### src/rtl/core/rqms_pkg.sv
// Package for the ready queue minimum-select block.
// Holds the transaction, entry and carry types and the operation and status codes.
// No dependencies.
package rqms_pkg;

  // Operation codes carried in the func field; code 7 has no meaning.
  typedef enum logic [2:0] {
    FUNC_APPEND     = 3'd0,
    FUNC_POP        = 3'd1,
    FUNC_PEEK       = 3'd2,
    FUNC_REMOVE_PID = 3'd3,
    FUNC_SHORTEST   = 3'd4,
    FUNC_BEST_PRIO  = 3'd5,
    FUNC_TAKE_LEAST = 3'd6
  } rqms_func_t;

  // Result status codes.
  typedef enum logic [1:0] {
    STATUS_OK   = 2'd0,
    STATUS_NONE = 2'd1,
    STATUS_FULL = 2'd2
  } rqms_status_t;

  // Controller states.
  typedef enum logic [1:0] {
    S_IDLE,
    S_SCAN,
    S_COMMIT
  } rqms_state_t;

  // Width of a selection key: one bit above the 16-bit times for entries without a burst.
  localparam int KEY_W = 17;
  localparam logic [KEY_W-1:0] KEY_NO_BURST = 17'h10000;

  // Input transaction.
  typedef struct packed {
    logic [2:0]  func;
    logic [7:0]  entry_pid;
    logic [7:0]  entry_priority;
    logic [15:0] burst_length;
    logic [15:0] remaining_time;
    logic        is_ready;
    logic        has_burst;
    logic        burst_is_cpu;
  } rqms_in_t;

  // Result transaction.
  typedef struct packed {
    logic [1:0]  status;
    logic [7:0]  out_pid;
    logic [7:0]  out_priority;
    logic [15:0] out_burst;
    logic [15:0] out_remaining;
    logic [4:0]  occupancy;
  } rqms_out_t;

  // One stored queue entry.
  typedef struct packed {
    logic [7:0]  pid;
    logic [7:0]  prio;
    logic [15:0] burst;
    logic [15:0] remaining;
    logic        ready;
    logic        has_burst;
    logic        is_cpu;
  } rqms_entry_t;

  // Best-so-far record handed from cell to cell during a search.
  typedef struct packed {
    logic             found;
    logic [KEY_W-1:0] key;
    logic [7:0]       pid;
    logic [7:0]       prio;
    logic [15:0]      burst;
    logic [15:0]      remaining;
  } rqms_carry_t;

  // Per-cell control from the controller.
  typedef struct packed {
    logic       valid;
    logic       load_new;
    logic       shift;
    logic [2:0] func;
    logic [7:0] match_pid;
  } rqms_cell_ctrl_t;

endpackage

### src/rtl/core/rqms_cell.sv
// One cell of the ready queue: holds a single entry and one stage of the search chain.
// Depends on rqms_pkg.
module rqms_cell import rqms_pkg::*; #(
  parameter int IDX_W = 4
) (
  input  logic            clk,
  input  logic [IDX_W-1:0] cell_idx,
  input  rqms_cell_ctrl_t ctrl,
  input  rqms_entry_t     new_entry,
  input  rqms_entry_t     next_entry,
  output rqms_entry_t     entry_out,
  input  rqms_carry_t     carry_in,
  input  logic [IDX_W-1:0] carry_idx_in,
  output rqms_carry_t     carry_out,
  output logic [IDX_W-1:0] carry_idx_out
);

  rqms_entry_t      entry_r;
  rqms_carry_t      carry_r;
  rqms_carry_t      carry_nxt;
  logic [IDX_W-1:0] carry_idx_r;
  logic [IDX_W-1:0] carry_idx_nxt;
  logic             candidate;
  logic             use_key;
  logic [KEY_W-1:0] key;
  logic             take;

  // Decide whether this entry qualifies and what key it is ranked by.
  always_comb begin
    candidate = 1'b0;
    use_key   = 1'b0;
    key       = '0;
    case (ctrl.func)
      FUNC_POP, FUNC_PEEK: begin
        candidate = 1'b1;
      end
      FUNC_REMOVE_PID: begin
        candidate = (entry_r.pid == ctrl.match_pid);
      end
      FUNC_SHORTEST: begin
        candidate = entry_r.ready && entry_r.has_burst && entry_r.is_cpu;
        use_key   = 1'b1;
        key       = {1'b0, entry_r.burst};
      end
      FUNC_BEST_PRIO: begin
        candidate = entry_r.ready && entry_r.has_burst && entry_r.is_cpu;
        use_key   = 1'b1;
        key       = {9'd0, entry_r.prio};
      end
      FUNC_TAKE_LEAST: begin
        candidate = 1'b1;
        use_key   = 1'b1;
        key       = entry_r.has_burst ? {1'b0, entry_r.remaining} : KEY_NO_BURST;
      end
      default: begin
        candidate = 1'b0;
      end
    endcase
  end

  // Take over the best-so-far record when this entry beats it; ties stay nearer the head.
  always_comb begin
    take = ctrl.valid && candidate &&
           (!carry_in.found || (use_key && (key < carry_in.key)));
    if (take) begin
      carry_nxt.found     = 1'b1;
      carry_nxt.key       = key;
      carry_nxt.pid       = entry_r.pid;
      carry_nxt.prio      = entry_r.prio;
      carry_nxt.burst     = entry_r.burst;
      carry_nxt.remaining = entry_r.remaining;
      carry_idx_nxt       = cell_idx;
    end else begin
      carry_nxt     = carry_in;
      carry_idx_nxt = carry_idx_in;
    end
  end

  // Search stage register.
  always_ff @(posedge clk) begin
    carry_r     <= carry_nxt;
    carry_idx_r <= carry_idx_nxt;
  end

  // Entry storage: load an appended entry or take the neighbour's entry on removal.
  always_ff @(posedge clk) begin
    if (ctrl.load_new) begin
      entry_r <= new_entry;
    end else if (ctrl.shift) begin
      entry_r <= next_entry;
    end
  end

  assign entry_out     = entry_r;
  assign carry_out     = carry_r;
  assign carry_idx_out = carry_idx_r;

endmodule

### src/rtl/core/ready_queue_min_select.sv
// Top level of the ready queue minimum-select block: controller, result register and
// the row of queue cells. Depends on rqms_pkg and rqms_cell.
//
//   channel  direction  handshake            payload
//   in_      input      in_valid / in_stall   in_data  (rqms_in_t)
//   out_     output     out_valid / out_stall out_data (rqms_out_t)
//
// Append and the unused operation code go from IDLE to COMMIT and back to IDLE.
// Every search-based operation passes through SCAN before COMMIT: the best-so-far record
// travels one cell per cycle along the row of QUEUE_DEPTH cells.
// Reset clears the controller state, the entry count and the result valid flag.
// A finished result waits in the output register; the next transaction is accepted
// meanwhile, and the block holds in its final cycle only while that register is full
// and the receiver stalls.
module ready_queue_min_select import rqms_pkg::*; #(
  parameter int QUEUE_DEPTH = 16
) (
  input  logic      clk,
  input  logic      rst_n,
  input  logic      in_valid,
  output logic      in_stall,
  input  rqms_in_t  in_data,
  output logic      out_valid,
  input  logic      out_stall,
  output rqms_out_t out_data
);

  localparam int IDX_W  = $clog2(QUEUE_DEPTH);
  localparam int CNT_W  = $clog2(QUEUE_DEPTH + 1);
  localparam int SCAN_W = $clog2(QUEUE_DEPTH);
  localparam logic [SCAN_W-1:0] SCAN_LAST = SCAN_W'(QUEUE_DEPTH - 1);
  localparam logic [CNT_W-1:0]  CNT_FULL  = CNT_W'(QUEUE_DEPTH);

  rqms_state_t       state_r, state_nxt;
  logic [SCAN_W-1:0] scan_cnt_r;
  logic [CNT_W-1:0]  count_r, count_nxt;
  rqms_in_t          op_r;
  logic              out_valid_r;
  rqms_out_t         out_data_r, out_data_nxt;

  logic              accept;
  logic              out_free;
  logic              commit_fire;
  logic              do_remove;
  logic              do_append;
  logic [CNT_W+4:0]  occ_ext;

  rqms_entry_t       new_entry;
  rqms_entry_t       entries   [QUEUE_DEPTH];
  rqms_carry_t       carries   [QUEUE_DEPTH];
  logic [IDX_W-1:0]  carry_idxs[QUEUE_DEPTH];
  rqms_carry_t       last_carry;
  logic [IDX_W-1:0]  rem_idx;

  assign accept      = in_valid && !in_stall;
  assign out_free    = !out_valid_r || !out_stall;
  assign commit_fire = (state_r == S_COMMIT) && out_free;
  assign last_carry  = carries[QUEUE_DEPTH-1];
  assign rem_idx     = carry_idxs[QUEUE_DEPTH-1];

  // Next-state logic.
  always_comb begin
    state_nxt = state_r;
    case (state_r)
      S_IDLE: begin
        if (in_valid) begin
          if ((in_data.func == FUNC_APPEND) || (in_data.func > FUNC_TAKE_LEAST)) begin
            state_nxt = S_COMMIT;
          end else begin
            state_nxt = S_SCAN;
          end
        end
      end
      S_SCAN: begin
        if (scan_cnt_r == SCAN_LAST) begin
          state_nxt = S_COMMIT;
        end
      end
      S_COMMIT: begin
        if (out_free) begin
          state_nxt = S_IDLE;
        end
      end
      default: begin
        state_nxt = S_IDLE;
      end
    endcase
  end

  // Handshake outputs of the controller.
  always_comb begin
    in_stall = (state_r != S_IDLE);
  end

  // Result and queue update for the transaction being finished.
  always_comb begin
    out_data_nxt = '0;
    count_nxt    = count_r;
    do_remove    = 1'b0;
    do_append    = 1'b0;
    out_data_nxt.status = STATUS_NONE;
    case (op_r.func)
      FUNC_APPEND: begin
        if (count_r == CNT_FULL) begin
          out_data_nxt.status = STATUS_FULL;
        end else begin
          do_append                  = 1'b1;
          count_nxt                  = count_r + 1'b1;
          out_data_nxt.status        = STATUS_OK;
          out_data_nxt.out_pid       = op_r.entry_pid;
          out_data_nxt.out_priority  = op_r.entry_priority;
          out_data_nxt.out_burst     = op_r.burst_length;
          out_data_nxt.out_remaining = op_r.remaining_time;
        end
      end
      FUNC_POP, FUNC_REMOVE_PID, FUNC_TAKE_LEAST: begin
        if (last_carry.found) begin
          do_remove                  = 1'b1;
          count_nxt                  = count_r - 1'b1;
          out_data_nxt.status        = STATUS_OK;
          out_data_nxt.out_pid       = last_carry.pid;
          out_data_nxt.out_priority  = last_carry.prio;
          out_data_nxt.out_burst     = last_carry.burst;
          out_data_nxt.out_remaining = last_carry.remaining;
        end
      end
      FUNC_PEEK, FUNC_SHORTEST, FUNC_BEST_PRIO: begin
        if (last_carry.found) begin
          out_data_nxt.status        = STATUS_OK;
          out_data_nxt.out_pid       = last_carry.pid;
          out_data_nxt.out_priority  = last_carry.prio;
          out_data_nxt.out_burst     = last_carry.burst;
          out_data_nxt.out_remaining = last_carry.remaining;
        end
      end
      default: begin
        out_data_nxt.status = STATUS_NONE;
      end
    endcase
    occ_ext                = {5'd0, count_nxt};
    out_data_nxt.occupancy = occ_ext[4:0];
  end

  // Controller registers.
  always_ff @(posedge clk) begin
    if (!rst_n) begin
      state_r     <= S_IDLE;
      scan_cnt_r  <= '0;
      count_r     <= '0;
      out_valid_r <= 1'b0;
    end else begin
      state_r    <= state_nxt;
      scan_cnt_r <= (state_r == S_SCAN) ? scan_cnt_r + 1'b1 : '0;
      if (commit_fire) begin
        count_r     <= count_nxt;
        out_valid_r <= 1'b1;
      end else if (!out_stall) begin
        out_valid_r <= 1'b0;
      end
    end
  end

  // Captured transaction and result payload.
  always_ff @(posedge clk) begin
    if (accept) begin
      op_r <= in_data;
    end
    if (commit_fire) begin
      out_data_r <= out_data_nxt;
    end
  end

  assign out_valid = out_valid_r;
  assign out_data  = out_data_r;

  // Entry built from the captured append transaction.
  assign new_entry.pid       = op_r.entry_pid;
  assign new_entry.prio      = op_r.entry_priority;
  assign new_entry.burst     = op_r.burst_length;
  assign new_entry.remaining = op_r.remaining_time;
  assign new_entry.ready     = op_r.is_ready;
  assign new_entry.has_burst = op_r.has_burst;
  assign new_entry.is_cpu    = op_r.burst_is_cpu;

  // Row of queue cells, head at index zero.
  for (genvar i = 0; i < QUEUE_DEPTH; i++) begin : g_cell
    rqms_cell_ctrl_t  ctrl;
    rqms_entry_t      next_entry;
    rqms_carry_t      carry_in;
    logic [IDX_W-1:0] carry_idx_in;

    assign ctrl.valid     = (CNT_W'(i) < count_r);
    assign ctrl.load_new  = commit_fire && do_append && (count_r == CNT_W'(i));
    assign ctrl.shift     = commit_fire && do_remove && (IDX_W'(i) >= rem_idx);
    assign ctrl.func      = op_r.func;
    assign ctrl.match_pid = op_r.entry_pid;

    if (i == 0) begin : g_first
      assign carry_in     = '0;
      assign carry_idx_in = '0;
    end else begin : g_rest
      assign carry_in     = carries[i-1];
      assign carry_idx_in = carry_idxs[i-1];
    end

    if (i == QUEUE_DEPTH - 1) begin : g_tail
      assign next_entry = entries[i];
    end else begin : g_body
      assign next_entry = entries[i+1];
    end

    rqms_cell #(
      .IDX_W(IDX_W)
    ) u_cell (
      .clk          (clk),
      .cell_idx     (IDX_W'(i)),
      .ctrl         (ctrl),
      .new_entry    (new_entry),
      .next_entry   (next_entry),
      .entry_out    (entries[i]),
      .carry_in     (carry_in),
      .carry_idx_in (carry_idx_in),
      .carry_out    (carries[i]),
      .carry_idx_out(carry_idxs[i])
    );
  end

endmodule

### config.mk
export PLATFORM = sky130hd
export DESIGN_NAME = ready_queue_min_select
export DESIGN_NICKNAME = d
export VERILOG_FILES = /design/src/rtl/core/rqms_pkg.sv /design/src/rtl/core/rqms_cell.sv /design/src/rtl/core/ready_queue_min_select.sv
export SDC_FILE = /design/constraint.sdc
export NUM_CORES = 2
export LEC_CHECK = 0
export ABC_CLOCK_PERIOD_IN_PS = 19000
export BUFFER_PORTS_ARGS = -buffer_cell sky130_fd_sc_hd__buf_2
export CAP_MARGIN = 10
export CORE_MARGIN = 5
export CORE_UTILIZATION = 57
export DETAILED_ROUTE_END_ITERATION = 10
export PLACE_DENSITY = 0.73
export SLEW_MARGIN = 10
export SYNTH_ARGS = -nofsm -noshare
export SYNTH_HDL_FRONTEND = slang
export SYNTH_SLANG_ARGS = --single-unit
### constraint.sdc
create_clock -name clk -period 19 [get_ports clk]
set_clock_uncertainty 0.1 [all_clocks]
set_input_delay 0.95 -clock clk [delete_from_list [all_inputs] [get_ports clk]]
set_output_delay 0.95 -clock clk [all_outputs]
set_load 0.005 [all_outputs]
## Yosys cells after proc, flatten, opt, wreduce, memory -nomap -nowiden

Index checks and enable logic that the tools add are counted.

| storage, ports and cells | value |
|---|---|
| output and inout port bits | 57 |
| logic and storage cells | 625 |
| register bits after elaboration | 2,025 |

| cells by class | value |
|---|---|
| multiplexer cells | 115 |
| eq/ne operators | 45 |
| reductions and logical operators | 175 |
| add/sub/neg operators | 3 |
| order comparisons | 47 |

Operator list:

| kind | number |
|---|---|
| 2-to-1 mux 51 bit | 30 |
| 2-to-1 mux 65 bit | 14 |
| one-hot mux 17 bit (3 select lines) | 16 |
| 2-to-1 mux 17 bit | 16 |
| < comparator 17 bit | 15 |
| == test 8 bit | 16 |
| logical AND 1 bit | 113 |
| 2-to-1 mux 48 bit | 2 |
| one-hot mux 48 bit (2 select lines) | 1 |
| 2-to-1 mux 66 bit | 1 |
| 2-to-1 mux 49 bit | 1 |
| one-hot mux 1 bit (3 select lines) | 16 |
| == test 5 x 4 -> 1 bit (second input constant) | 8 |
| < comparator 4 x 5 -> 1 bit (first input constant) | 8 |
| nonzero test 2 bit | 16 |
| greater-or-equal comparator 4 bit (first input constant) | 7 |
| == test 5 x 3 -> 1 bit (second input constant) | 4 |
| < comparator 3 x 5 -> 1 bit (first input constant) | 4 |
| logical NOT 1 bit | 18 |
| logical OR 1 bit | 17 |
| greater-or-equal comparator 3 x 4 -> 1 bit (first input constant) | 4 |
| == test 5 x 2 -> 1 bit (second input constant) | 2 |
| < comparator 1 x 5 -> 1 bit (first input constant) | 2 |
| < comparator 2 x 5 -> 1 bit (first input constant) | 2 |
| 30 further kinds | 52 |

## Depth between registers and ports, before layout

| depth | value |
|---|---|
| word-level depth | 7 |
| depth in mapped cells | 18 |

## By module

Synthesis repeated with hierarchy kept, for this count alone.

| second synthesis, totals | value |
|---|---|
| cell total of the unflattened synthesis | 6,335 |
| area total of the unflattened synthesis | 88,626.2 um^2 |

Modules (own cells, without submodules):

| module | cells an instance | times used | sequential area each (um^2) | area an instance (um^2) |
|---|---|---|---|---|
| rqms_cell (g_cell[0].u_cell ...) | 374 | 8 | 2,932.8 | 5,237.5 |
| rqms_cell (g_cell[2].u_cell ...) | 373 | 8 | 2,932.8 | 5,202.5 |
| ready_queue_min_select | 359 | 1 | 3,513.4 | 5,106.1 |

## Worst setup path after synthesis

No wires, ideal clock.

| timing path | value |
|---|---|
| path kind | in2reg |
| start | input out_stall |
| end | register g_cell[1].u_cell.entry_r, in the netlist g_cell[1].u_cell.entry_out[0], enable pin |
| data arrival time | 7.737 ns |
| slack | 10.628 ns |
| setup time | 0.536 ns |
| cell stages on the path | 6 |
| path through | a21oi_1 -> buf_1 -> nand2_1 -> or2_2 -> clkbuf_1 -> o31ai_1 |

| on the way | value |
|---|---|
| longest elaborated chain between the ends | 6 |
| elaborated cells on any way between the ends | 8 |
| those cells by class | reduce/logical: 8 |

Ends and longest elaborated chain:

| element | RTL line | source |
|---|---|---|
| start: declaration | ready_queue_min_select.sv:24 | `input logic out_stall,` |
| logical NOT 1 bit * | -- |  |
| logical OR 1 bit * | ready_queue_min_select.sv:56 | `assign out_free = !out_valid_r \|\| !out_stall;` |
| logical AND 1 bit * | ready_queue_min_select.sv:57 | `assign commit_fire = (state_r == S_COMMIT) && out_free;` |
| named net commit_fire | ready_queue_min_select.sv:43 | `logic commit_fire;` |
| logical AND 1 bit, on equally long branches | -- |  |
| logical AND 1 bit, on equally long branches | ready_queue_min_select.sv:194, ready_queue_min_select.sv:193 |  |
| nonzero test 2 bit (no source line) * | -- |  |
| end signal: assignment | rqms_cell.sv:88 | `entry_r <= new_entry;` |
| end signal: assignment | rqms_cell.sv:90 | `entry_r <= next_entry;` |
| end: declaration | rqms_cell.sv:18 | `rqms_entry_t entry_r;` |

Mark *: on every way through the listed nets, which the timed path passes. The rest lies on a longest branch.
A chain may end at the register's enable or synchronous reset.

==> out/summary.txt <==
Outcome -> finished clean
Hpwl dp -> 156000 microns
Most frequent cells in the layout -> mux2_2, dfxtp_1, edfxtp_1
Max-slew violation count -> 0
Synth Area in Adders -> 3.61%
R2R depth -> 14
RR Startpoint -> g_cell[0].ctrl[9]$_DFFE_PP_
DRC Markers -> 0
Vias per inst -> 6.05
IO buf count -> 114
Sequential area share after synthesis -> 58.4%
Core area -> 0.148 sq mm
Number of synthesized flops with an enable pin -> 925
MaxCap Viol Count -> 0
Total length of routed wires -> 222000 microns
Hold_buf cts -> 0
Post-CTS sizing -> 0
Commonest non-fill, non-tap cell in the layout -> mux2_2
Largest net degree at the start of global routing -> 129
First-pass GRT wire length -> 329000 microns
Slowest CP cell -> a2111oi_4
Setup repair bufs after CTS -> 0
Worst Path Arrival -> 7080 ps
Wirelength per Cell -> 26.9 microns
Worst EP required -> 19620 ps
Sink Count -> 2025
Hold crit path type -> input pin to flip-flop
Tightest Pin Transition -> 1250 ps
Die width -> 397 microns
FFs w/ async S/R, synth -> 0%
Starting Density -> 57.5%
Crit path top cell by count -> buf_4
Ports -> 115
Mux cell area share after synthesis -> 24.4%
Share of cells above drive strength 1 -> 35.1%
Max stage delay on crit path -> 880 ps
Hold wc startpoint -> in_data[14]
Area growth syn-to-layout -> 10.6%
Setup TNS -> 0 ps
GRT Overall Usage -> 27.7%
Critical path endpoint category -> flip-flop
Worst-Skew Late Latency -> 860 ps
Hold Crit Endpoint -> new_entry[14]$_DFFE_PP_
Via count -> 50100
FMAX -> 155 MHz
Lkg Pwr -> 35.7 nW
Antenna viol nets, final -> 0
Clock Tree Root -> clkbuf_16
Initial antenna violation count -> 2
Gr ovfl total -> 0
Die Area -> 0.157 sq mm
Power per standard cell area -> 97.0 mW/mm^2
Worst VDD drop -> 0.0814 mV
Worst reg2reg setup slack -> 12540 ps
Worst Setup Path Type -> flip-flop to flip-flop
Post-Syn Area per Cell -> 13.9 sq um
Hold path depth -> 1
Post-Synth XOR/XNOR Area -> 1.37%
Sequence of cells on the critical path -> buf_4, nand2b_4, buf_4, nor2_4, buf_12, a22o_1, ha_1, a21oi_1, o21ai_0, a221oi_1, nor3b_1, a2111oi_4, buf_4, mux2_2
Period utilization -> 34.0%
1st-iter DRT viols -> 4187
Worst slew margin -> 16.4%
Number of global-route vias before repair -> 51600
Inserted Clock Buffers -> 199
Clk slew on worst S/H paths -> 60 ps
Yosys Warn Count -> 0
Synth Net Count -> 6428
Crit Path Max Fanout -> 128
FF+latch count, synth -> 2025
RR Endpoint -> g_cell[1].u_cell.carry_out[16]$_DFF_P_
Post-Syn Instances -> 6124
TritonCTS clock tree -> done
DR pass1 iterations -> 5
Chip Height -> 397 microns
H-tree Lvls -> 4
Crit path time final -> 6460 ps
Cell Rows -> 141
Synth Cell Area -> 0.0852 sq mm
Layout Nets -> 6476
Setup violations, final -> 0
Non-filler cells, final -> 8280
Ys flop type -> dfxtp_1
RSZ-0062 raised after global routing -> no
Largest family of logic cells by synthesized area -> multiplexers
Library cells used by synthesis -> 78
Simple-gate area share of the yosys netlist -> 3.83%
Dpl cells -> 7901
Clk buf depth -> 3
Final-report hold violation count -> 0
CP Launch Type -> flip-flop
RePlAce Congestion -> 0.899
WHS -> 174 ps
Compound-cell area share of the yosys netlist -> 5.02%
==> critical path: cells and delay by family (launching register included) <==
| kind | cells | cell delay (ps) |
|---|---|---|
| buf+inv | 4 | 2140 |
| compound gates | 5 | 1920 |
| simple gates | 3 | 890 |
| mux | 1 | 420 |
| flops | 1 | 330 |
| fa+ha+maj | 1 | 320 |
==> registers in the layout, indices dropped and copies added (netlist names), 2 cells and up <==
signal and flops:
g_cell.u_cell.carry_idx_out 49, state_r 2, g_cell.u_cell.entry_out 816, count_r 5, g_cell.u_cell.carry_out 1039, scan_cnt_r 4, out_data 55, new_entry 43
g_cell.ctrl 11
==> synthesized netlist by cell type (all sizes together) (74+ instances only) <==
cell	n	area (sq um)
mux2	1712	19400
dfxtp	1100	22000
edfxtp	925	27800
inv	259	972
ha	246	3080
buf	231	1310
nand2	182	683
a22o	168	1470
o21ai	151	756
clkbuf	144	541
mux2i	144	1440
a21oi	126	634
nor2	93	349
xnor2	85	744
nand4	74	463
==> worst max path at each step <==
stage,cells after the start,startpoint,endpoint,slack [ps]
finish,14,g_cell[0].ctrl[9]$_DFFE_PP_,g_cell[1].u_cell.carry_out[16]$_DFF_P_,12540
global placement,14,g_cell[0].ctrl[9]$_DFFE_PP_,g_cell[1].u_cell.carry_out[22]$_DFF_P_,12770
CTS,14,g_cell[0].ctrl[9]$_DFFE_PP_,g_cell[1].u_cell.carry_out[12]$_DFF_P_,12680
floorplan,6,out_stall,g_cell[1].u_cell.entry_out[0]$_DFFE_PP_,10630
global route,14,g_cell[0].ctrl[9]$_DFFE_PP_,g_cell[1].u_cell.carry_out[0]$_DFF_P_,12290
detailed placement,14,g_cell[0].ctrl[9]$_DFFE_PP_,g_cell[1].u_cell.carry_out[21]$_DFF_P_,12720
==> area by class of cell <==
class | instances | area [sq um]
timing repair buffer | 222 | 1420
tap | 1930 | 2410
sequential | 2025 | 49800
clock inverter | 77 | 936
inverter | 259 | 972
antenna | 1 | 2.50
clock buffer | 301 | 5830
fill | 11000 | 53900
multi-input combinational | 3465 | 32900
==> cells by family after synthesis <==
kind of cell	Yosys count
xor+xnor	133
simple gates	629
flops	2025
buf+inv	634
compound gates	601
mux	1856
fa+ha+maj	246
==> report_power, final <==
| group | leakage, nW | switching (mW) | internal, mW |
|---|---|---|---|
| Combinational | 15.1 | 0.286 | 0.162 |
| Clock | 3.31 | 1.72 | 2.30 |
| Sequential | 17.2 | 0.0703 | 4.61 |
==> metrics by stage <==
stage                     power, mW  worst slack, ps  util, %  area (sq um)
after global placement         5.20            12770     59.0         87500
after CTS                      9.19            12680     63.6         94300
after detailed placement       5.20            12720     59.0         87500
after floorplan                5.00            10630        -         85200
after global routing           9.42            12290     63.6         94300
final                          9.14            12540     63.6         94300
==> layer usage <==
| layer | routed length (microns) | up-vias | GRT usage [%] |
|---|---|---|---|
| met2 | 106000 | 1606 | 45.7 |
| met1 | 95400 | 25600 | 37.8 |
| li1 | - | 22500 | - |
| met4 | 5210 | 2 | 7.19 |
| met3 | 15500 | 343 | 5.34 |
| met5 | 13 | - | 0 |
Note: power is estimated with default switching activity, not from simulation.
